File: config.mk
export PLATFORM = sky130hd
export DESIGN_NAME = p2g_regs
export DESIGN_NICKNAME = d
export VERILOG_FILES = /design/src/rtl/core/pixel_to_geo_homography_map_core_macros.svh /design/src/rtl/core/p2g_pkg.sv /design/src/rtl/core/p2g_regs.sv
export SDC_FILE = /design/constraint.sdc
export NUM_CORES = 1
export LEC_CHECK = 0
export BUFFER_PORTS_ARGS = -buffer_cell sky130_fd_sc_hd__buf_4
export CAP_MARGIN = 20
export CORE_AREA = 5 5 250 252
export DETAILED_ROUTE_END_ITERATION = 16
export DIE_AREA = 0 0 255 257
export PLACE_DENSITY = 0.72
export SETUP_SLACK_MARGIN = 0.2
export SKIP_LAST_GASP = 1
export SYNTH_ARGS = -nofsm -noshare
export SYNTH_HDL_FRONTEND = slang
export SYNTH_SLANG_ARGS = --single-unit
File: constraint.sdc
create_clock -name clk -period 2.2 [get_ports clk]
set_clock_uncertainty 0.1 [all_clocks]
set_input_delay 0.33 -clock clk [delete_from_list [all_inputs] [get_ports clk]]
set_output_delay 0.33 -clock clk [all_outputs]
set_load 0.01 [all_outputs]
File: src/rtl/core/pixel_to_geo_homography_map_core_macros.svh
// Assertion macros shared by the pixel-to-geo map RTL.
// Users must have clk and arst_n in scope; no other dependencies.
`ifndef PIXEL_TO_GEO_HOMOGRAPHY_MAP_CORE_MACROS_SVH
`define PIXEL_TO_GEO_HOMOGRAPHY_MAP_CORE_MACROS_SVH

// Same-cycle implication, disabled while reset is asserted.
`define P2G_ASSERT_IMPL(label, en, cond, msg) \
	label: assert property (@(posedge clk) disable iff (!arst_n) (en) |-> (cond)) \
		else $error(msg);

// Next-cycle implication, disabled while reset is asserted.
`define P2G_ASSERT_NEXT(label, en, cond, msg) \
	label: assert property (@(posedge clk) disable iff (!arst_n) (en) |=> (cond)) \
		else $error(msg);

`endif

File: src/rtl/core/p2g_pkg.sv
// Shared types, constants and width helpers for the pixel-to-geo map core.
// No dependencies.
`timescale 1ns / 1ps
`default_nettype none
package p2g_pkg;

	localparam int PIXEL_BITS_DEF     = 13;
	localparam int COEF_FRAC_BITS_DEF = 32;
	localparam int PERSP_FRAC         = 31;
	localparam int QUOT_BITS          = 32;
	localparam int FIFO_DEPTH         = 4;
	localparam int ADDR_W             = 6;
	localparam int DATA_W             = 64;

	typedef enum logic [2:0] {
		REG_LAT_GAIN_X = 3'd0,
		REG_LAT_GAIN_Y = 3'd1,
		REG_LAT_BIAS   = 3'd2,
		REG_LON_GAIN_X = 3'd3,
		REG_LON_GAIN_Y = 3'd4,
		REG_LON_BIAS   = 3'd5,
		REG_PERSP_PAIR = 3'd6,
		REG_OFFSET_PAIR = 3'd7
	} p2g_reg_t;

	typedef struct packed {
		logic [63:0] lat_gain_x;
		logic [63:0] lat_gain_y;
		logic [63:0] lat_bias;
		logic [63:0] lon_gain_x;
		logic [63:0] lon_gain_y;
		logic [63:0] lon_bias;
		logic [63:0] perspective_pair;
		logic [63:0] offset_pair;
	} p2g_cfg_t;

	// Signed width of the divisor w and of the two numerators.
	function automatic int p2g_w_w(input int pb);
		return pb + 34;
	endfunction

	function automatic int p2g_num_w(input int pb);
		return pb + 66;
	endfunction

	// Left shift of the numerator magnitude and of w that align the rounded quotient.
	function automatic int p2g_lsh(input int f);
		return (f < PERSP_FRAC + 1) ? (PERSP_FRAC + 1 - f) : 0;
	endfunction

	function automatic int p2g_rsh(input int f);
		return (f > PERSP_FRAC + 1) ? (f - PERSP_FRAC - 1) : 0;
	endfunction

	// Width of the scaled divisor 2w.
	function automatic int p2g_d_w(input int pb, input int f);
		return p2g_w_w(pb) + p2g_rsh(f) + 1;
	endfunction

	// Width of the dividend and of the partial remainders.
	function automatic int p2g_r_w(input int pb, input int f);
		int a;
		int b;
		a = p2g_num_w(pb) + p2g_lsh(f) + 1;
		b = p2g_d_w(pb, f) + QUOT_BITS + 1;
		return (a > b) ? a : b;
	endfunction

endpackage
`default_nettype wire

File: src/rtl/core/p2g_regs.sv
// Configuration register file with an APB-style write/read port.
// Depends on p2g_pkg.
`timescale 1ns / 1ps
`default_nettype none
module p2g_regs (
	input  wire logic                          clk,
	input  wire logic                          arst_n,
	input  wire logic                          psel,
	input  wire logic                          penable,
	input  wire logic                          pwrite,
	input  wire logic [p2g_pkg::ADDR_W-1:0]    paddr,
	input  wire logic [p2g_pkg::DATA_W-1:0]    pwdata,
	output logic      [p2g_pkg::DATA_W-1:0]    prdata,
	output logic                               pready,
	output p2g_pkg::p2g_cfg_t                  cfg
);

	p2g_pkg::p2g_cfg_t cfg_q;
	p2g_pkg::p2g_reg_t sel;

	assign sel    = p2g_pkg::p2g_reg_t'(paddr[p2g_pkg::ADDR_W-1:3]);
	assign pready = 1'b1;
	assign cfg    = cfg_q;

	always_ff @(posedge clk or negedge arst_n) begin
		if (!arst_n) begin
			cfg_q <= '0;
		end else if (psel && penable && pwrite && pready) begin
			case (sel)
				p2g_pkg::REG_LAT_GAIN_X:  cfg_q.lat_gain_x       <= pwdata;
				p2g_pkg::REG_LAT_GAIN_Y:  cfg_q.lat_gain_y       <= pwdata;
				p2g_pkg::REG_LAT_BIAS:    cfg_q.lat_bias         <= pwdata;
				p2g_pkg::REG_LON_GAIN_X:  cfg_q.lon_gain_x       <= pwdata;
				p2g_pkg::REG_LON_GAIN_Y:  cfg_q.lon_gain_y       <= pwdata;
				p2g_pkg::REG_LON_BIAS:    cfg_q.lon_bias         <= pwdata;
				p2g_pkg::REG_PERSP_PAIR:  cfg_q.perspective_pair <= pwdata;
				p2g_pkg::REG_OFFSET_PAIR: cfg_q.offset_pair      <= pwdata;
				default: ;
			endcase
		end
	end

	always_comb begin
		case (sel)
			p2g_pkg::REG_LAT_GAIN_X:  prdata = cfg_q.lat_gain_x;
			p2g_pkg::REG_LAT_GAIN_Y:  prdata = cfg_q.lat_gain_y;
			p2g_pkg::REG_LAT_BIAS:    prdata = cfg_q.lat_bias;
			p2g_pkg::REG_LON_GAIN_X:  prdata = cfg_q.lon_gain_x;
			p2g_pkg::REG_LON_GAIN_Y:  prdata = cfg_q.lon_gain_y;
			p2g_pkg::REG_LON_BIAS:    prdata = cfg_q.lon_bias;
			p2g_pkg::REG_PERSP_PAIR:  prdata = cfg_q.perspective_pair;
			p2g_pkg::REG_OFFSET_PAIR: prdata = cfg_q.offset_pair;
			default:                  prdata = '0;
		endcase
	end

endmodule
`default_nettype wire

Yosys cells after proc, flatten, opt, wreduce, memory -nomap -nowiden:

Cells that the tools add are included.
W data, S select, Z words.

* bits in read-only memories: 0
* output and inout port bits: 577
* bits in registers: 512
* memory bits (writable): 0
* latch bits: 0
* memories kept: 0
* logic and storage cells: 27

* magnitude comparators: 0
* multiplexer cells: 1
* reductions and logical operators: 11
* add/subtract/negate cells: 0
* shift-type cells: 0
* multipliers: 0
* bitwise logic cells: 0
* equality and inequality tests: 7
* divide/modulo/power cells: 0

Operator list (count)
* $pmux W64 S8: 1
* $reduce_and A2 Y1: 8
* $eq A3 B3 Y1 const B: 4
* $eq A3 B2 Y1 const B: 2
* $eq A3 B1 Y1 const B: 1
* $logic_not A3 Y1: 1
* $logic_and A1 B1 Y1: 2

Longest topological paths before layout:

* depth after elaboration: 3
* depth in mapped cells: 8

Worst setup path before layout:

OpenSTA, ideal clock, no wires.

* path type: input-to-output
* from: input paddr[4] in the netlist's numbering
* to: output prdata[0] in the netlist's numbering
* data required time: 1.770 ns
* slack: 0.213 ns
* stages: 8
* arrival time: 1.557 ns
* cell sequence: buf_2 -> buf_4 -> buf_2 -> clkbuf_1 -> nand3_1 -> o21ai_0 -> nand2_1 -> a21oi_1

* word-level cells in the longest chain between the ends: 2
* elaborated cells between the ends (all ways): 9
* those cells by class: eq/ne (7); mux (1); reduce/logical (1)

Ends and longest elaborated chain
* start: declaration: RTL line p2g_regs.sv:11 `input wire logic [p2g_pkg::ADDR_W-1:0] paddr,`
* $eq A3 B3 Y1, or another cell as far along: RTL line p2g_regs.sv:44 `case (sel)`
* $pmux W64 S8 (*): RTL line p2g_regs.sv:44
* end: declaration: RTL line p2g_regs.sv:13 `output logic [p2g_pkg::DATA_W-1:0] prdata,`

Every way passes the cells marked *; elsewhere a longest branch is shown, timed or not.

Worst setup path after layout:

* from: register cfg_q, in the netlist cfg[84]
* to: output prdata[20] in the netlist's numbering

* word-level cells in the longest chain between the ends: 1

Ends and longest elaborated chain
* start: declaration: RTL line p2g_regs.sv:18 `p2g_pkg::p2g_cfg_t cfg_q;`
* $pmux W64 S8: RTL line p2g_regs.sv:44

Every way passes these cells.

==> out/results.ini <==
[grt]
antenna_found_initial = 1
grt_pass1_vias = 21200
overflow = 0
grt_max_degree = 72
track_usage_pct = 25.7
grt_pass1_wl_mm = 131

[yosys]
synth_area_leaders = dfrtp_1 55%, mux2_2 24%, mux2i_1 5.0%, a21oi_1 2.8%, nor3b_1 1.7%
synthXorXnorAreaFrac_pct = 0
ys_seq_area_share_pct = 54.6
synth_simple_gate_area_share_pct = 5.91
ys_types = 36
syn_avg_cell_area_um2 = 12.9
synthesis.area_um2 = 23500
yosysTopAreaCellShare_pct = 54.6
synth_mux_area_share_pct = 29.1
syn_inst = 1823
yosysTopAreaCell = dfrtp_1
synth_compound_area_share_pct = 6.85
synth_warnings = 0
synthAdderAreaFrac_pct = 0
ys_seq_elements = 512
synth.net_count = 1898
synth_top_family_by_area = multiplexers

[worst_setup_path]
rr_startpoint = cfg[377]$_DFFE_PN0P_
r2r_cells = 3
cp.arrival_ns = 1.77
crit_required_ns = 1.77
worstSetupStartpointType = register
cp-end-kind = output pin
r2r_slack_ns = 1.06
critPathMaxFanout = 2
r2r-end = cfg[377]$_DFFE_PN0P_
path_class = reg -> out

[timing]
post-route-period-util_pct = 100
worst_pin_slew_ns = 0.526
finalSetupViolations = 1
final-hold-violation-count = 0
relSlewSlack_pct = 64.9
setup-tns-final_ns = -0.00258
fin_crit_ns = 2.20
grt_setup_unrepaired = yes
setup_slack_ns = -0.00258
max_freq_mhz = 454
drv_slew = 0

[power_and_ir_drop]
p_leak_nw = 17.0
peakVddDrop_v = 0.000729
p_per_area_nw_per_um2 = 934

[die]
rows = 90
io_pins = 652
coreArea_um2 = 59900
initial_utilization_pct = 39.2
design.die.area_um2 = 65500
die_w_um = 255
die_y_um = 257

[job]
max_cap_viol_count = 0

[final_layout]
regArea_um2 = 12800
area_delta_synth_final_pct = 50.2
post-route-util_pct = 58.9
largest_reg_flops = 512
post_route_cells_drive_above_1_share_pct = 61.4
nNetsFinal = 2883
multi_input_comb_area_um2 = 10600
n_fill_cell = 4602

[placed_design]
post-place-ws_ns = -0.0489
hpwlAfterDp_mm = 57.4
place_congestion = 0.905
port_buffers = 647

[cts]
clk_pin_slew_ns = 0.06
cts_inserted_buffers = 54
cts_tree = yes
clkLatencyLatePin_ns = 0.60
clock_sinks = 512
cts_buffer_depth = 3
htree_levels = 2
cts-root-buf = clkbuf_16

[min_path]
hp-class = in -> async

[run_status]
outcome = finished, violations left
violations = setup timing

[drt]
detail-route-antenna-nets = 0
drc = 0
via_per_inst = 5.56
vias = 20200
drt_wl_total_mm = 89.5
wl_per_cell_um = 24.6
drt-initial-drc-count = 1280
firstDrtPassIters = 6

[layout make-up]
class                      count  share of cell area [%]
clock buffer                  77                    4.65
tap                          782                    2.77
inverter                      12                   0.128
clock inverter                23                   0.727
multi-input combinational   1166                    30.0
sequential                   512                    36.3
timing repair buffer        1062                    25.4
antenna                        1                 0.00709
[power breakdown]
group          internal [mW]  switching [mW]  total (mW)
sequential              11.3            1.55        12.8
combinational           5.79            4.66        10.5
clock                   5.77            3.89        9.66
total                   22.8            10.1        32.9
[cells in the mapped netlist (all sizes together)]
cell type,number
a211o,1
a211oi,51
a21oi,131
a221oi,11
a22o,10
a22oi,1
a311oi,1
a31oi,2
and3b,1
buf,84
clkbuf,49
conb,1
dfrtp,512
inv,12
mux2,502
mux2i,118
nand2,66
nand2b,12
nand3,52
nand4,1
nand4b,1
nor2,80
nor2b,2
nor3,2
nor3b,52
o21ai,62
o22a,3
o22ai,2
or3,1
[how the worst max path moves through the flow]
stage               cells after the start                 start          to
floorplan                               8              paddr[4]   prdata[0]
global placement                        7              paddr[4]  prdata[46]
detailed placement                      7              paddr[4]  prdata[56]
CTS                                     5  cfg[194]$_DFFE_PN0P_   prdata[2]
global route                            5  cfg[194]$_DFFE_PN0P_   prdata[2]
finish                                  6   cfg[84]$_DFFE_PN0P_  prdata[20]
[critical path, cell delays in order, from the launching register on]
cell and delay [ns]:
dfrtp_1 0.39, mux2i_1 0.19, a211oi_2 0.09, a21oi_1 0.14, a21oi_1 0.08, buf_4 0.16, buf_6 0.12
[stage by stage]
stage               area (um2)  total power [mW]  hold WS, ns  std cells
floorplan                23500              16.3      -0.0656       1823
global route             35300              34.2        0.204       3635
detailed placement       29900              21.5        0.209       3222
CTS                      34700              32.6        0.157       3597
global placement         29900              21.3        0.202       3222
finish                   35300              32.9        0.174       3635
[layer usage]
| layer | GRT usage, % | vias to the layer above | part of all wire (%) |
|---|---|---|---|
| met5 | 0 | - | 0 |
| met4 | 12.0 | 0 | 5.2 |
| met3 | 5.58 | 303 | 7.3 |
| met2 | 42.7 | 967 | 49 |
| met1 | 31.9 | 10400 | 38 |
| li1 | - | 8588 | - |
[kinds of logic (layout without fill, tap and decap cells)]
kind of cell / count (synthesis) / count (layout)
mux: 620 / 620
simple gates: 270 / 270
compound gates: 275 / 275
other cells: 1 / 2
flops: 512 / 512
buf+inv: 145 / 1174
[placed cells by master, fill, tap and decap left out, drive strengths merged, types with 11 or more instances in the layout]
master       netlist  final
nand2b            12     12
clkbuf            49     79
dfrtp            512    512
a21oi            131    131
mux2             502    502
nand3             52     52
inv               12     15
clkinv             0     13
a211oi            51     51
mux2i            118    118
dlygate4sd3        0     65
o21ai             62     62
buf               84    990
nor3b             52     52
nor2              80     80
a221oi            11     11
nand2             66     66
[timing repair]
| item | 4_1_cts | 5_1_grt |
|---|---|---|
| setup buffers | 205 | 36 |
| pin swaps | 118 | 42 |
| setup endpoints to repair | 64 | 64 |
| gates resized for setup | 111 | 85 |
| hold endpoints to repair | 684 | 0 |
| hold buffers | 65 | 0 |
| cloned | 5 | 1 |
Note: power is estimated with default switching activity, not from simulation.
