--- src/rtl/core/pixel_to_geo_homography_map_core_macros.svh ---
// Assertion macros shared by the pixel-to-geo map RTL.
// Users must have clk and arst_n in scope; no other dependencies.
`ifndef PIXEL_TO_GEO_HOMOGRAPHY_MAP_CORE_MACROS_SVH
`define PIXEL_TO_GEO_HOMOGRAPHY_MAP_CORE_MACROS_SVH

// Same-cycle implication, disabled while reset is asserted.
`define P2G_ASSERT_IMPL(label, en, cond, msg) \
	label: assert property (@(posedge clk) disable iff (!arst_n) (en) |-> (cond)) \
		else $error(msg);

// Next-cycle implication, disabled while reset is asserted.
`define P2G_ASSERT_NEXT(label, en, cond, msg) \
	label: assert property (@(posedge clk) disable iff (!arst_n) (en) |=> (cond)) \
		else $error(msg);

`endif

--- src/rtl/core/p2g_pkg.sv ---
// Shared types, constants and width helpers for the pixel-to-geo map core.
// No dependencies.
`timescale 1ns / 1ps
`default_nettype none
package p2g_pkg;

	localparam int PIXEL_BITS_DEF     = 13;
	localparam int COEF_FRAC_BITS_DEF = 32;
	localparam int PERSP_FRAC         = 31;
	localparam int QUOT_BITS          = 32;
	localparam int FIFO_DEPTH         = 4;
	localparam int ADDR_W             = 6;
	localparam int DATA_W             = 64;

	typedef enum logic [2:0] {
		REG_LAT_GAIN_X = 3'd0,
		REG_LAT_GAIN_Y = 3'd1,
		REG_LAT_BIAS   = 3'd2,
		REG_LON_GAIN_X = 3'd3,
		REG_LON_GAIN_Y = 3'd4,
		REG_LON_BIAS   = 3'd5,
		REG_PERSP_PAIR = 3'd6,
		REG_OFFSET_PAIR = 3'd7
	} p2g_reg_t;

	typedef struct packed {
		logic [63:0] lat_gain_x;
		logic [63:0] lat_gain_y;
		logic [63:0] lat_bias;
		logic [63:0] lon_gain_x;
		logic [63:0] lon_gain_y;
		logic [63:0] lon_bias;
		logic [63:0] perspective_pair;
		logic [63:0] offset_pair;
	} p2g_cfg_t;

	// Signed width of the divisor w and of the two numerators.
	function automatic int p2g_w_w(input int pb);
		return pb + 34;
	endfunction

	function automatic int p2g_num_w(input int pb);
		return pb + 66;
	endfunction

	// Left shift of the numerator magnitude and of w that align the rounded quotient.
	function automatic int p2g_lsh(input int f);
		return (f < PERSP_FRAC + 1) ? (PERSP_FRAC + 1 - f) : 0;
	endfunction

	function automatic int p2g_rsh(input int f);
		return (f > PERSP_FRAC + 1) ? (f - PERSP_FRAC - 1) : 0;
	endfunction

	// Width of the scaled divisor 2w.
	function automatic int p2g_d_w(input int pb, input int f);
		return p2g_w_w(pb) + p2g_rsh(f) + 1;
	endfunction

	// Width of the dividend and of the partial remainders.
	function automatic int p2g_r_w(input int pb, input int f);
		int a;
		int b;
		a = p2g_num_w(pb) + p2g_lsh(f) + 1;
		b = p2g_d_w(pb, f) + QUOT_BITS + 1;
		return (a > b) ? a : b;
	endfunction

endpackage
`default_nettype wire

--- src/rtl/core/p2g_fifo.sv ---
// Small synchronous queue that decouples the front and back pipelines.
// Depends on p2g_pkg for its depth.
`timescale 1ns / 1ps
`default_nettype none
module p2g_fifo #(
	parameter int WIDTH = 8
) (
	input  wire logic             clk,
	input  wire logic             arst_n,
	input  wire logic             push,
	input  wire logic [WIDTH-1:0] din,
	output logic                  full,
	input  wire logic             pop,
	output logic [WIDTH-1:0]      dout,
	output logic                  not_empty
);

	localparam int DEPTH = p2g_pkg::FIFO_DEPTH;
	localparam int AW    = $clog2(DEPTH);
	localparam int CW    = $clog2(DEPTH + 1);

	logic [WIDTH-1:0] mem_q [DEPTH];
	logic [AW-1:0] wptr_q, rptr_q;
	logic [CW-1:0] count_q;

	assign full      = (count_q == CW'(DEPTH));
	assign not_empty = (count_q != '0);
	assign dout      = mem_q[rptr_q];

	always_ff @(posedge clk or negedge arst_n) begin
		if (!arst_n) begin
			wptr_q  <= '0;
			rptr_q  <= '0;
			count_q <= '0;
		end else begin
			if (push) begin
				wptr_q <= wptr_q + 1'b1;
			end
			if (pop) begin
				rptr_q <= rptr_q + 1'b1;
			end
			if (push && !pop) begin
				count_q <= count_q + 1'b1;
			end else if (pop && !push) begin
				count_q <= count_q - 1'b1;
			end
		end
	end

	always_ff @(posedge clk) begin
		if (push) begin
			mem_q[wptr_q] <= din;
		end
	end

endmodule
`default_nettype wire

--- config.mk ---
export PLATFORM = sky130hd
export DESIGN_NAME = p2g_fifo
export DESIGN_NICKNAME = d
export VERILOG_FILES = /design/src/rtl/core/pixel_to_geo_homography_map_core_macros.svh /design/src/rtl/core/p2g_pkg.sv /design/src/rtl/core/p2g_fifo.sv
export SDC_FILE = /design/constraint.sdc
export NUM_CORES = 1
export LEC_CHECK = 0
export ABC_AREA = 1
export BUFFER_PORTS_ARGS = -buffer_cell sky130_fd_sc_hd__buf_2
export CAP_MARGIN = 20
export CORE_ASPECT_RATIO = 0.8
export CORE_MARGIN = 8
export CORE_UTILIZATION = 60
export DETAILED_ROUTE_END_ITERATION = 8
export GPL_TIMING_DRIVEN = 0
export MAX_ROUTING_LAYER = met4
export PLACE_DENSITY = 0.78
export RECOVER_POWER = 50
export SLEW_MARGIN = 30
export SYNTH_ARGS = -nofsm -noshare
export SYNTH_HDL_FRONTEND = slang
export SYNTH_SLANG_ARGS = --single-unit
--- constraint.sdc ---
create_clock -name clk -period 2.69 [get_ports clk]
set_input_delay 0.4035 -clock clk [delete_from_list [all_inputs] [get_ports clk]]
set_output_delay 0.4035 -clock clk [all_outputs]
set_load 0.02 [all_outputs]
# Word-level counts from Yosys, hierarchy flattened
# Memories as Yosys holds them, arrays and structs flattened.
# Index checks and enable logic that the tools add are counted.
[word_totals]
regBits = 7
mem_bits_rw = 32
inputBits = 12
elab_cells = 19
memories = 1
[classes]
addsub = 4
eq_ne = 1
n_mux = 4
n_reduce_logical = 6
[memory_table]
columns = ["memory", "depth", "word_bits", "rd", "rd_ports_with_merged_regs", "wr", "line_no", "source"]
rows = [
  ["mem_q", 4, 8, 1, 0, 1, "p2g_fifo.sv:22", "logic [WIDTH-1:0] mem_q [DEPTH];"],
]
[ops]
columns = ["cell", "n"]
rows = [
  ["$mux 3", 2],
  ["$add 2x1->2 const B", 2],
  ["$add 3x1->3 const B", 1],
  ["$eq 3x3->1 const B", 1],
  ["$reduce_bool 3->1", 1],
  ["$sub 3x1->3 const B", 1],
  ["$logic_and 1x1->1", 2],
  ["$logic_not 1->1", 2],
  ["$mux 1", 2],
  ["$reduce_bool 2->1", 1],
]

# Depth between registers and ports, before layout
# Gate-level depths: netlist of the first run.
[depth]
ltp_word = 4
depth_mapped = 9

# Worst setup path after synthesis of the first run
# OpenSTA, ideal clock, no wires.
[synth_timing]
path_kind = "input-to-reg"
from = "input pop"
to = "register count_q[2]"
setup_time_ns = 0.117
t_arrival_ns = 1.236
required_ns = 2.573
path_slack_ns = 1.337
stages = 8
cell_sequence = "inv_1 > ha_1 > inv_1 > fa_1 > nand2_1 > nand3_1 > nand2_1 > nand2_1"
[synth_via]
elab_chain_cells = 3
elab_cells_between_ends = 5
[synth_rtl]
columns = ["item", "line_no", "source"]
rows = [
  ["from (decl)", "p2g_fifo.sv:13", "input wire logic pop,"],
  ["$logic_not 1->1", "p2g_fifo.sv:42", "if (push && !pop) begin"],
  ["$logic_and 1x1->1", "p2g_fifo.sv:42", ""],
  ["$mux 3 / $reduce_bool 2->1 (equally long branches)", "--", ""],
  ["to (signal assigned)", "p2g_fifo.sv:43", "count_q <= count_q + 1'b1;"],
  ["to (signal assigned)", "p2g_fifo.sv:45", "count_q <= count_q - 1'b1;"],
  ["to (decl)", "p2g_fifo.sv:24", "logic [CW-1:0] count_q;"],
]
# Several ways; a longest one is shown, not always the timed one.
# A chain may end at the register's enable or synchronous reset.

# Final worst setup path of the first run
[layout_timing]
from = "register rptr_q[0]"
to = "output dout[3]"
[layout_via]
elab_chain_cells = 1
[layout_rtl]
columns = ["item", "line_no", "source"]
rows = [
  ["from (decl)", "p2g_fifo.sv:23", "logic [AW-1:0] wptr_q, rptr_q;"],
  ["from (signal assigned)", "p2g_fifo.sv:40", "rptr_q <= rptr_q + 1'b1;"],
  ["$mem_v2 4x8", "--", ""],
  ["to (decl)", "p2g_fifo.sv:14", "output logic [WIDTH-1:0] dout,"],
]
# No other way between the ends.

==> results of run 1 <==
[cells by family after synthesis]
| family | after synthesis | synth area share [%] |
|---|---|---|
| AND/OR/NAND/NOR | 42 | 9.52 |
| flip-flops | 39 | 66.5 |
| buffers and inverters | 34 | 9.52 |
| AO/OA/AOI/OAI | 17 | 7.61 |
| adder cells (fa/ha/maj) | 6 | 4.83 |
| XOR/XNOR | 4 | 2.05 |
[per-layer routing]
layer / global-route usage (%) / vias up / part of all wire [%]
met5: - / - / 0
met4: 7.89 / 0 / 1.5
met2: 21.4 / 23 / 50
met3: 3.74 / 5 / 4.6
li1: - / 525 / -
met1: 18.4 / 509 / 43
[worst max-delay path: cells and delay by family (launching register included)]
kind | cells | cell delay, ps
AND/OR/NAND/NOR | 1 | 110
AO/OA/AOI/OAI | 1 | 180
buffers and inverters | 3 | 770
flip-flops | 1 | 360
[registers in the layout (all words and copies together), names as in the netlist]
name,cells
count_q,3
wptr_q,2
mem_q,32
rptr_q,2
[final timing paths]
check	endpoint	slack (ps)	depth (start not counted)
worst max-delay path	dout[3]	550	5
worst min-delay path	mem_q[3][6]	320	1
worst max register to register	mem_q[2][4]	1330	4
worst min register to register	count_q[2]	500	2
max in group asynchronous	rptr_q[1]	1900	2
min in group asynchronous	wptr_q[0]	520	2
[cell usage after synthesis]
cell type | count | area (um2)
clkbuf_2 | 1 | 5.00
o21ai_1 | 1 | 5.00
edfxtp_1 | 32 | 961
ha_1 | 5 | 62.6
nand4_1 | 1 | 6.26
inv_1 | 27 | 101
nand3_1 | 1 | 5.00
fa_1 | 1 | 20.0
o211ai_1 | 15 | 113
o211ai_2 | 1 | 12.5
buf_6 | 4 | 45.0
buf_2 | 1 | 5.00
dfrtp_1 | 7 | 175
xnor2_1 | 1 | 8.76
inv_4 | 1 | 6.26
nand2_1 | 38 | 143
nor3_1 | 1 | 5.00
xor2_1 | 3 | 26.3
nor2_1 | 1 | 3.75
[metrics by stage]
step                util, %  power, uW  hold slack [ps]  setup slack, ps
floorplan                 -       1500              108             1340
global placement       67.9       1730              242             1170
detailed placement     67.9       1780              243             1070
CTS                    70.0       2050              262              835
global route           69.2       2150              322              411
finish                 69.2       2010              324              548
[final cells by class]
class	count	area, um2
sequential	39	1140
fill	222	845
multi-input combinational	69	410
inverter	28	108
timing repair buffer	22	103
tap	38	47.5
buffer	6	46.3
clock buffer	6	41.3
clock inverter	2	7.51
[power by group]
part	switching [uW]	internal [uW]
Combinational	569	293
Clock	174	96.9
Sequential	66.5	808
Total	809	1200
==> metrics.txt, run 1 <==
Distinct cells, synth 19; Worst-Skew Late Latency 330 ps; Pleak 0.000833 uW; cells after synthesis 142; Fin. Hold Viols 0; Slew @ Worst Pin 594 ps; most frequent cells in the layout 38 x nand2_1, 32 x edfxtp_1, 27 x inv_1; power density over the cells 1060 nW/um2; Worst EP arrival 1740 ps; worst-path fanout max 10; cell row count 17; placed cells 201; Crit path largest cell delay 470 ps; root buf cell clkbuf_4; CTS Buffer Depth 2; antenna violations before repair 0; Placed Area 1860 um2; routability cong. 0.691; Worst EP required 2290 ps; mean number of vias per cell 5.06; setup violators final 0; largest net degree at the start of global routing 12; Post-CTS Resized 0; HPWL Detailed 2120 um; critical path's slowest cell clkbuf_1; Hold Path Class in2reg; max-slew violation count 0; Cell Chain, Critical Path buf_6 > clkbuf_1 > o211ai_1 > nand2_1 > buf_2; Finished Cell Area 1900 um2; WS Path Type reg2out; Port-buffer cells 21; CTS Buf Count 5; CP startpoint rptr_q[0]; r2r startpoint wptr_q[0]; Yosys warnings 0; Die Width 75.7 um; synthesized area per cell 12.0 um2; die height 63.7 um; Worst slew margin 60.4%; unrepaired setup endpoints after global routing no; Setup crit end kind output pin; initial DRC count 134; MaxCap Viol Count 0; commonest non-fill, non-tap cell in the layout nand2_1; Synth-to-Final Area Change 11.1%; first-pass GRT wire length 5000 um; Worst VDD drop 0.442 mV; CTS hold repair buffers 1; vias in the first global route 1078; Routed WL per cell 14.9 um; GRT Total Usage 14.8%; num ports 22; CTS tree built; TNS Setup 0 ps; Final min period 2140 ps; clock sink count 39; status completed; share of cells above drive strength 1 12.8%; Cell Area, Synth 1710 um2; final wirelength 3130 um; fmax 467 MHz; antenna diode count 0; core area 2740 um2; Worst Skew 7.12 ps; H-tree Lvls 2; register area share after synthesis 66.5%; Period Utilization, post-route 79.6%; Post-CTS Setup Inserts 0; Remaining DRCs 0; global route overflow 0; Synth Register Bits 39; beginning of the worst hold path din[6]; final cell count without fillers 210; routed vias 1062; Critical Path Source Type register; clock-pin slew on the worst setup and hold paths 100 ps; DIE AREA 4820 um2; Initial Util 62.3%; Detailed Routing Iterations Pass 1 4; post-route ant nets 0; Net Count, Synth 160; fin nets 189
No activity file was read; power rests on OpenSTA's default activity.
==> run 2, diff against run 1 <==
--- a/config.mk
+++ b/config.mk
@@ -10,11 +10,11 @@
 export CAP_MARGIN = 20
 export CORE_ASPECT_RATIO = 0.8
 export CORE_MARGIN = 8
-export CORE_UTILIZATION = 60
+export CORE_UTILIZATION = 56
 export DETAILED_ROUTE_END_ITERATION = 8
 export GPL_TIMING_DRIVEN = 0
 export MAX_ROUTING_LAYER = met4
-export PLACE_DENSITY = 0.78
+export PLACE_DENSITY = 0.74
 export RECOVER_POWER = 50
 export SLEW_MARGIN = 30
 export SYNTH_ARGS = -nofsm -noshare
==> constraint.sdc (replaced) <==
create_clock -name clk -period 2.2 [get_ports clk]
set_input_delay 0.33 -clock clk [delete_from_list [all_inputs] [get_ports clk]]
set_output_delay 0.33 -clock clk [all_outputs]
set_load 0.02 [all_outputs]
==> run 2 against run 1 <==
  * Final area grew 2.7%
  * Combinational power grew 24%
  * Global-route usage shrank 1.8 points
  * Die area grew 5.5%
  * Flip-flop and latch count is the same
  * Register-to-register slack lost 490 ps
  * Via count shrank 0.19%
  * Wire length shrank 5.0%
  * Power grew 29%
  * Count of clock-buffer cells in the layout shrank 1
  * Critical path type unchanged
==> metrics.txt, run 2 (synthesized netlist as in run 1, its figures left out) <==
status completed; commonest non-fill, non-tap cell in the layout nand2_1; Final min period 1680 ps; core area 3000 um2 (+9.2%); Setup crit end kind output pin; MaxCap Viol Count 0 (unchanged); final wirelength 2980 um (-5.0%); placed cells 203 (+1.0%); Pleak 0.000853 uW (+2.5%); die height 65.4 um (+2.6%); hold depth 1 (unchanged); fin nets 189 (unchanged); Finished Cell Area 1950 um2 (+2.7%); first-pass GRT wire length 4910 um (-1.9%); final cell count without fillers 212 (+0.95%); sequential share of power 41.2% (-2.4 points); Worst EP required 1870 ps (-420 ps); TNS Setup 0 ps (unchanged); root buf cell clkbuf_8; Placed Area 1860 um2 (+0.13%); antenna violations before repair 0 (unchanged); Period Utilization, post-route 76.2%; worst-path fanout max 10 (unchanged); Worst slew margin 72.0% (+12 points); mean number of vias per cell 5.00 (-1.1%); Remaining DRCs 0 (unchanged); CTS Buffer Depth 2 (unchanged); initial DRC count 78 (-42%); vias in the first global route 1063 (-1.4%); global route overflow 0 (unchanged); Worst Skew 4.66 ps (-2.45 ps); num ports 22 (unchanged); biggest regs mem_q: 32 flops, count_q: 3 flops; FF-to-FF path depth 4 (unchanged); Logic pwr share 41.1% (-1.8 points); routability cong. 0.765 (+11%); Slew @ Worst Pin 420 ps (-173 ps); reg2reg setup slack 840 ps (-490 ps); Fin. Hold Viols 0 (unchanged); power density over the cells 1330 nW/um2 (+26%); Reg-to-Reg End mem_q[0][4]; clock-pin slew on the worst setup and hold paths 80 ps (-20 ps); Net Sw Frac 38.8% (-1.5 points); Hold Path Class in2reg; hold endpoint mem_q[1][5]; beginning of the worst hold path din[5]; clock sink count 39 (unchanged); DIE AREA 5090 um2 (+5.5%); r2r startpoint wptr_q[0]; Post-CTS Setup Inserts 0 (unchanged); Critical Path Source Type register; Initial Util 57.1% (-5.2 points); HPWL Detailed 2090 um (-1.7%); post-route ant nets 0 (unchanged); routed vias 1060 (-0.19%); largest net degree at the start of global routing 14 (+2); max-slew violation count 0 (unchanged); Worst EP arrival 1350 ps (-390 ps); Worst VDD drop 0.703 mV (+59%); switching power 1010 uW (+24%); Die Width 77.8 um (+2.8%); Port-buffer cells 21 (unchanged); GRT Total Usage 13.0% (-1.8 points); Biggest register mem_q; cell row count 18 (+1); WS Path Type reg2out; Routed WL per cell 14.0 um (-5.9%); antenna diode count 0 (unchanged); cell internal pwr 1590 uW (+33%); part of the power in the clock network 17.8% (+4.3 points); CTS Buf Count 5 (unchanged); most frequent cells in the layout 38 x nand2_1, 32 x edfxtp_1, 27 x inv_1; Synth-to-Final Area Change 14.1%; max reg flops 32 (unchanged); Worst-Skew Late Latency 280 ps (-50 ps); setup violators final 0 (unchanged); CTS tree built; Detailed Routing Iterations Pass 1 4 (unchanged); fmax 596 MHz; share of cells above drive strength 1 15.7% (+2.9 points); H-tree Lvls 2 (unchanged); unrepaired setup endpoints after global routing no
-- run 2: cell types whose count changed in the layout (fill, tap and decap cells not counted), sizes merged --
cell | before | now
buf | 14 | 16
clkinv | 2 | 1
clkbuf | 19 | 16
clkinvlp | 0 | 2
-- run 2: worst max-delay path by stage --
stage / startpoint / to / depth (start not counted)
detailed placement: pop / count_q[2] / 9
floorplan: pop / count_q[2] / 8
CTS: rptr_q[0] / dout[6] / 5
finish: rptr_q[0] / dout[6] / 5
global placement: pop / count_q[2] / 9
global route: rptr_q[0] / dout[7] / 5
-- run 2: final cells by class --
cell class              count  area, um2
fillers                   228       1040
repair buffers             22        103
clock buffers               5       68.8
flip-flops and latches     39       1140
multi-input cells          69        410
well taps                  40       50.0
plain buffers               6       55.1
clock inverters             3       20.0
inverters                  28        108
-- run 2: critical path, cell delays in order, from the launching register on --
cell      delay [ps]
dfrtp_1          370
buf_6            130
buf_6            140
o211ai_1         180
nand2_1           80
buf_2            160
-- run 2: routing by layer --
metal | routed length [um] | global-route usage [%] | up-vias | part of all wire, %
met4 | 13 | 3.29 | 0 | 0.44
met2 | 1420 | 21.0 | 29 | 48
met3 | 184 | 4.77 | 2 | 6.2
met5 | 0 | - | - | 0
li1 | - | - | 526 | -
met1 | 1360 | 15.1 | 503 | 46
-- run 2: repair_timing --
| action | CTS | global route |
|---|---|---|
| setup endpoints to repair | 0 | 0 |
| hold buffers | 1 | 0 |
| hold endpoints to repair | 7 | 0 |
| gates resized for setup | 0 | 0 |
-- run 2: power by group through the flow --
stage | logic (uW) | registers [uW] | clock network, uW
floorplan | 767 | 1070 | 0
global placement | 1040 | 1080 | 0
detailed placement | 1090 | 1080 | 0
CTS | 1090 | 1070 | 471
global route | 1200 | 1090 | 497
finish | 1070 | 1070 | 461
-- run 2: metrics by stage --
stage	util, %	power, uW	hold WS [ps]	setup slack, ps
after floorplan	-	1830	34.4	921
after global placement	62.2	2120	167	757
after detailed placement	62.2	2170	176	687
after CTS	65.5	2630	241	505
after global routing	65.1	2780	308	408
final	65.1	2590	288	523
==> run 3, diff against run 2 <==
--- a/config.mk
+++ b/config.mk
@@ -10,11 +10,11 @@
 export CAP_MARGIN = 20
 export CORE_ASPECT_RATIO = 0.8
 export CORE_MARGIN = 8
-export CORE_UTILIZATION = 56
+export CORE_UTILIZATION = 50
 export DETAILED_ROUTE_END_ITERATION = 8
 export GPL_TIMING_DRIVEN = 0
 export MAX_ROUTING_LAYER = met4
-export PLACE_DENSITY = 0.74
+export PLACE_DENSITY = 0.69
 export RECOVER_POWER = 50
 export SLEW_MARGIN = 30
 export SYNTH_ARGS = -nofsm -noshare
==> constraint.sdc (replaced) <==
create_clock -name clk -period 1.5 [get_ports clk]
set_input_delay 0.225 -clock clk [delete_from_list [all_inputs] [get_ports clk]]
set_output_delay 0.225 -clock clk [all_outputs]
set_load 0.02 [all_outputs]
==> run 3 against run 2 <==
  * The flow now finishes with violations (setup timing)
  * Core utilization fell by 3.8 points
  * Via count up 1.8%
  * Largest cell class unchanged
  * Die area increased by 9.2%
  * Critical path depth is the same
  * Hold slack got worse by 100 ps
  * Final area rose by 5.5%
  * Clock power up 82%
  * First-iteration DRC count is 35% higher
  * Count of clock-buffer cells in the layout is the same
  * Highest routed layer unchanged
  * Critical endpoint is now dout[7]
  * Clock skew rose by 1.9 ps
  * Global-route usage grew 0.20 points
  * Final cell count rose by 2.4%
==> metrics.txt, run 3 (synthesized netlist as in run 1, its figures left out) <==
unrepaired setup endpoints after global routing yes; Routed WL per cell 14.8 um (+5.2%); HPWL Detailed 2280 um (+9.0%); final wirelength 3210 um (+7.7%); setup violators final 8 (+8); Port-buffer cells 21 (unchanged); Fin. Hold Viols 0 (unchanged); DIE AREA 5560 um2 (+9.2%); root buf cell clkbuf_8; Remaining DRCs 0 (unchanged); Final WS setup -84.9 ps (-608 ps); Worst EP arrival 1360 ps (about the same); Worst-Skew Late Latency 290 ps (about the same); first-pass GRT wire length 5230 um (+6.6%); max-slew violation count 0 (unchanged); post-route ant nets 0 (unchanged); Fillers 258 (+13%); fmax 631 MHz; clock sink count 39 (unchanged); Die Width 81.4 um (+4.6%); global route overflow 0 (unchanged); power density over the cells 2090 nW/um2 (+57%); routability cong. 0.701 (-8.4%); Finished Cell Area 2060 um2 (+5.5%); top layer in use met4; initial DRC count 105 (+35%); vias in the first global route 1120 (+5.4%); core area 3350 um2 (+12%); Placed Area 1870 um2 (+0.13%); Initial Util 51.0% (-6.1 points); Worst slew margin 73.2% (+1.2 points); status finished with violations; GRT Total Usage 13.2% (+0.20 points); worst-path fanout max 10 (unchanged); MaxCap Viol Count 0 (unchanged); Synth-to-Final Area Change 20.4%; mean number of vias per cell 4.97 (-0.55%); Detailed Routing Iterations Pass 1 4 (unchanged); Cell Chain, Critical Path buf_6 > buf_8 > o211ai_1 > nand2_1 > buf_6; CTS tree built; Pleak 0.000906 uW (+6.2%); Crit path largest cell delay 390 ps (+20 ps); Slew @ Worst Pin 402 ps (-18.7 ps); TNS Setup -510 ps (-510 ps); critical path's slowest cell dfrtp_1; Final min period 1580 ps; cell row count 19 (+1); biggest regs mem_q: 32 flops, count_q: 3 flops; Worst EP required 1270 ps (-600 ps); most frequent cells in the layout 38 x nand2_1, 32 x edfxtp_1, 27 x inv_1; die height 68.3 um (+4.4%); Hold Path Class in2reg; antenna violations before repair 0 (unchanged); CTS Buffer Depth 2 (unchanged); WS Path Type reg2out; max reg flops 32 (unchanged); met3 wire length 116 um (-37%); antenna diode count 0 (unchanged); Biggest register mem_q; Worst Skew 6.55 ps (+1.89 ps); wire length on met2 1630 um (+15%); H-tree Lvls 2 (unchanged); DRT met1 WL 1410 um (+3.8%); Buf/Inv on CP 3 (unchanged); Worst path top cell family by delay buffers and inverters; commonest non-fill, non-tap cell in the layout nand2_1; Period Utilization, post-route 106%; share of cells above drive strength 1 17.1% (+1.4 points); clock-pin slew on the worst setup and hold paths 70 ps (about the same); routed vias 1079 (+1.8%); Critical Path Source Type register; largest net degree at the start of global routing 13 (-1); Setup crit end kind output pin; fin nets 192 (+1.6%); Most Frequent Cell on Critical Path buf_6; CTS Buf Count 5 (unchanged); num ports 22 (unchanged); Worst VDD drop 0.984 mV (+40%); failing checks setup timing
run 3: repair_timing:
item                                   CTS  global route
hold buffers                             1             0
resized for setup                       18             1
pin swaps                               13             8
endpoints found under the hold margin    7             0
setup buffers                            3             0
setup endpoints to repair                8             8
run 3: worst paths after layout:
path	start	slack, ps	cells past startpoint	end
min	pop	180	2	rptr_q[0]
max	rptr_q[0]	-80	5	dout[7]
min reg2reg	count_q[2]	490	2	count_q[2]
max reg2reg	wptr_q[0]	120	4	mem_q[2][6]
min in group asynchronous	arst_n	370	2	rptr_q[1]
max in group asynchronous	arst_n	840	2	rptr_q[0]
run 3: power by group:
group	switching, uW	internal, uW	leakage [uW]	total, uW
clock	352	487	0.0000556	838
combinational	1070	829	0.000474	1900
sequential	123	1450	0.000377	1570
run 3: cell type report:
class | instances | area, um2 | share of cell area [%]
clock inverters | 3 | 38.8 | 1.89
multi-input cells | 69 | 410 | 20.0
flip-flops and latches | 39 | 1140 | 55.2
inverters | 28 | 108 | 5.23
repair buffers | 25 | 176 | 8.58
clock buffers | 5 | 68.8 | 3.35
well taps | 42 | 52.6 | 2.55
plain buffers | 6 | 66.3 | 3.22
run 3: per-stage QoR:
stage | power [uW] | worst slack [ps] | hold slack [ps] | utilization [%] | cells
2_1_floorplan | 2690 | 309 | -70.6 | - | 142
3_3_place_gp | 3100 | 160 | 65.9 | 55.7 | 205
5_1_grt | 4560 | -138 | 177 | 61.4 | 217
3_5_place_dp | 3190 | 62.0 | 71.8 | 55.7 | 205
6_report | 4310 | -84.9 | 183 | 61.4 | 217
4_1_cts | 4340 | -78.5 | 144 | 61.6 | 217
run 3: metal layers:
metal / track usage [%] / vias up
met1: 14.6 / 526
met5: - / -
met3: 3.15 / 7
met2: 22.9 / 17
li1: - / 529
met4: 4.67 / 0
run 3: worst register-to-register path: cells and delay by family, from the launching register on:
kind                     cells  cell delay (ps)
adder cells (fa/ha/maj)      1              160
flip-flops                   1              430
buffers and inverters        2              400
AND/OR/NAND/NOR              1               50
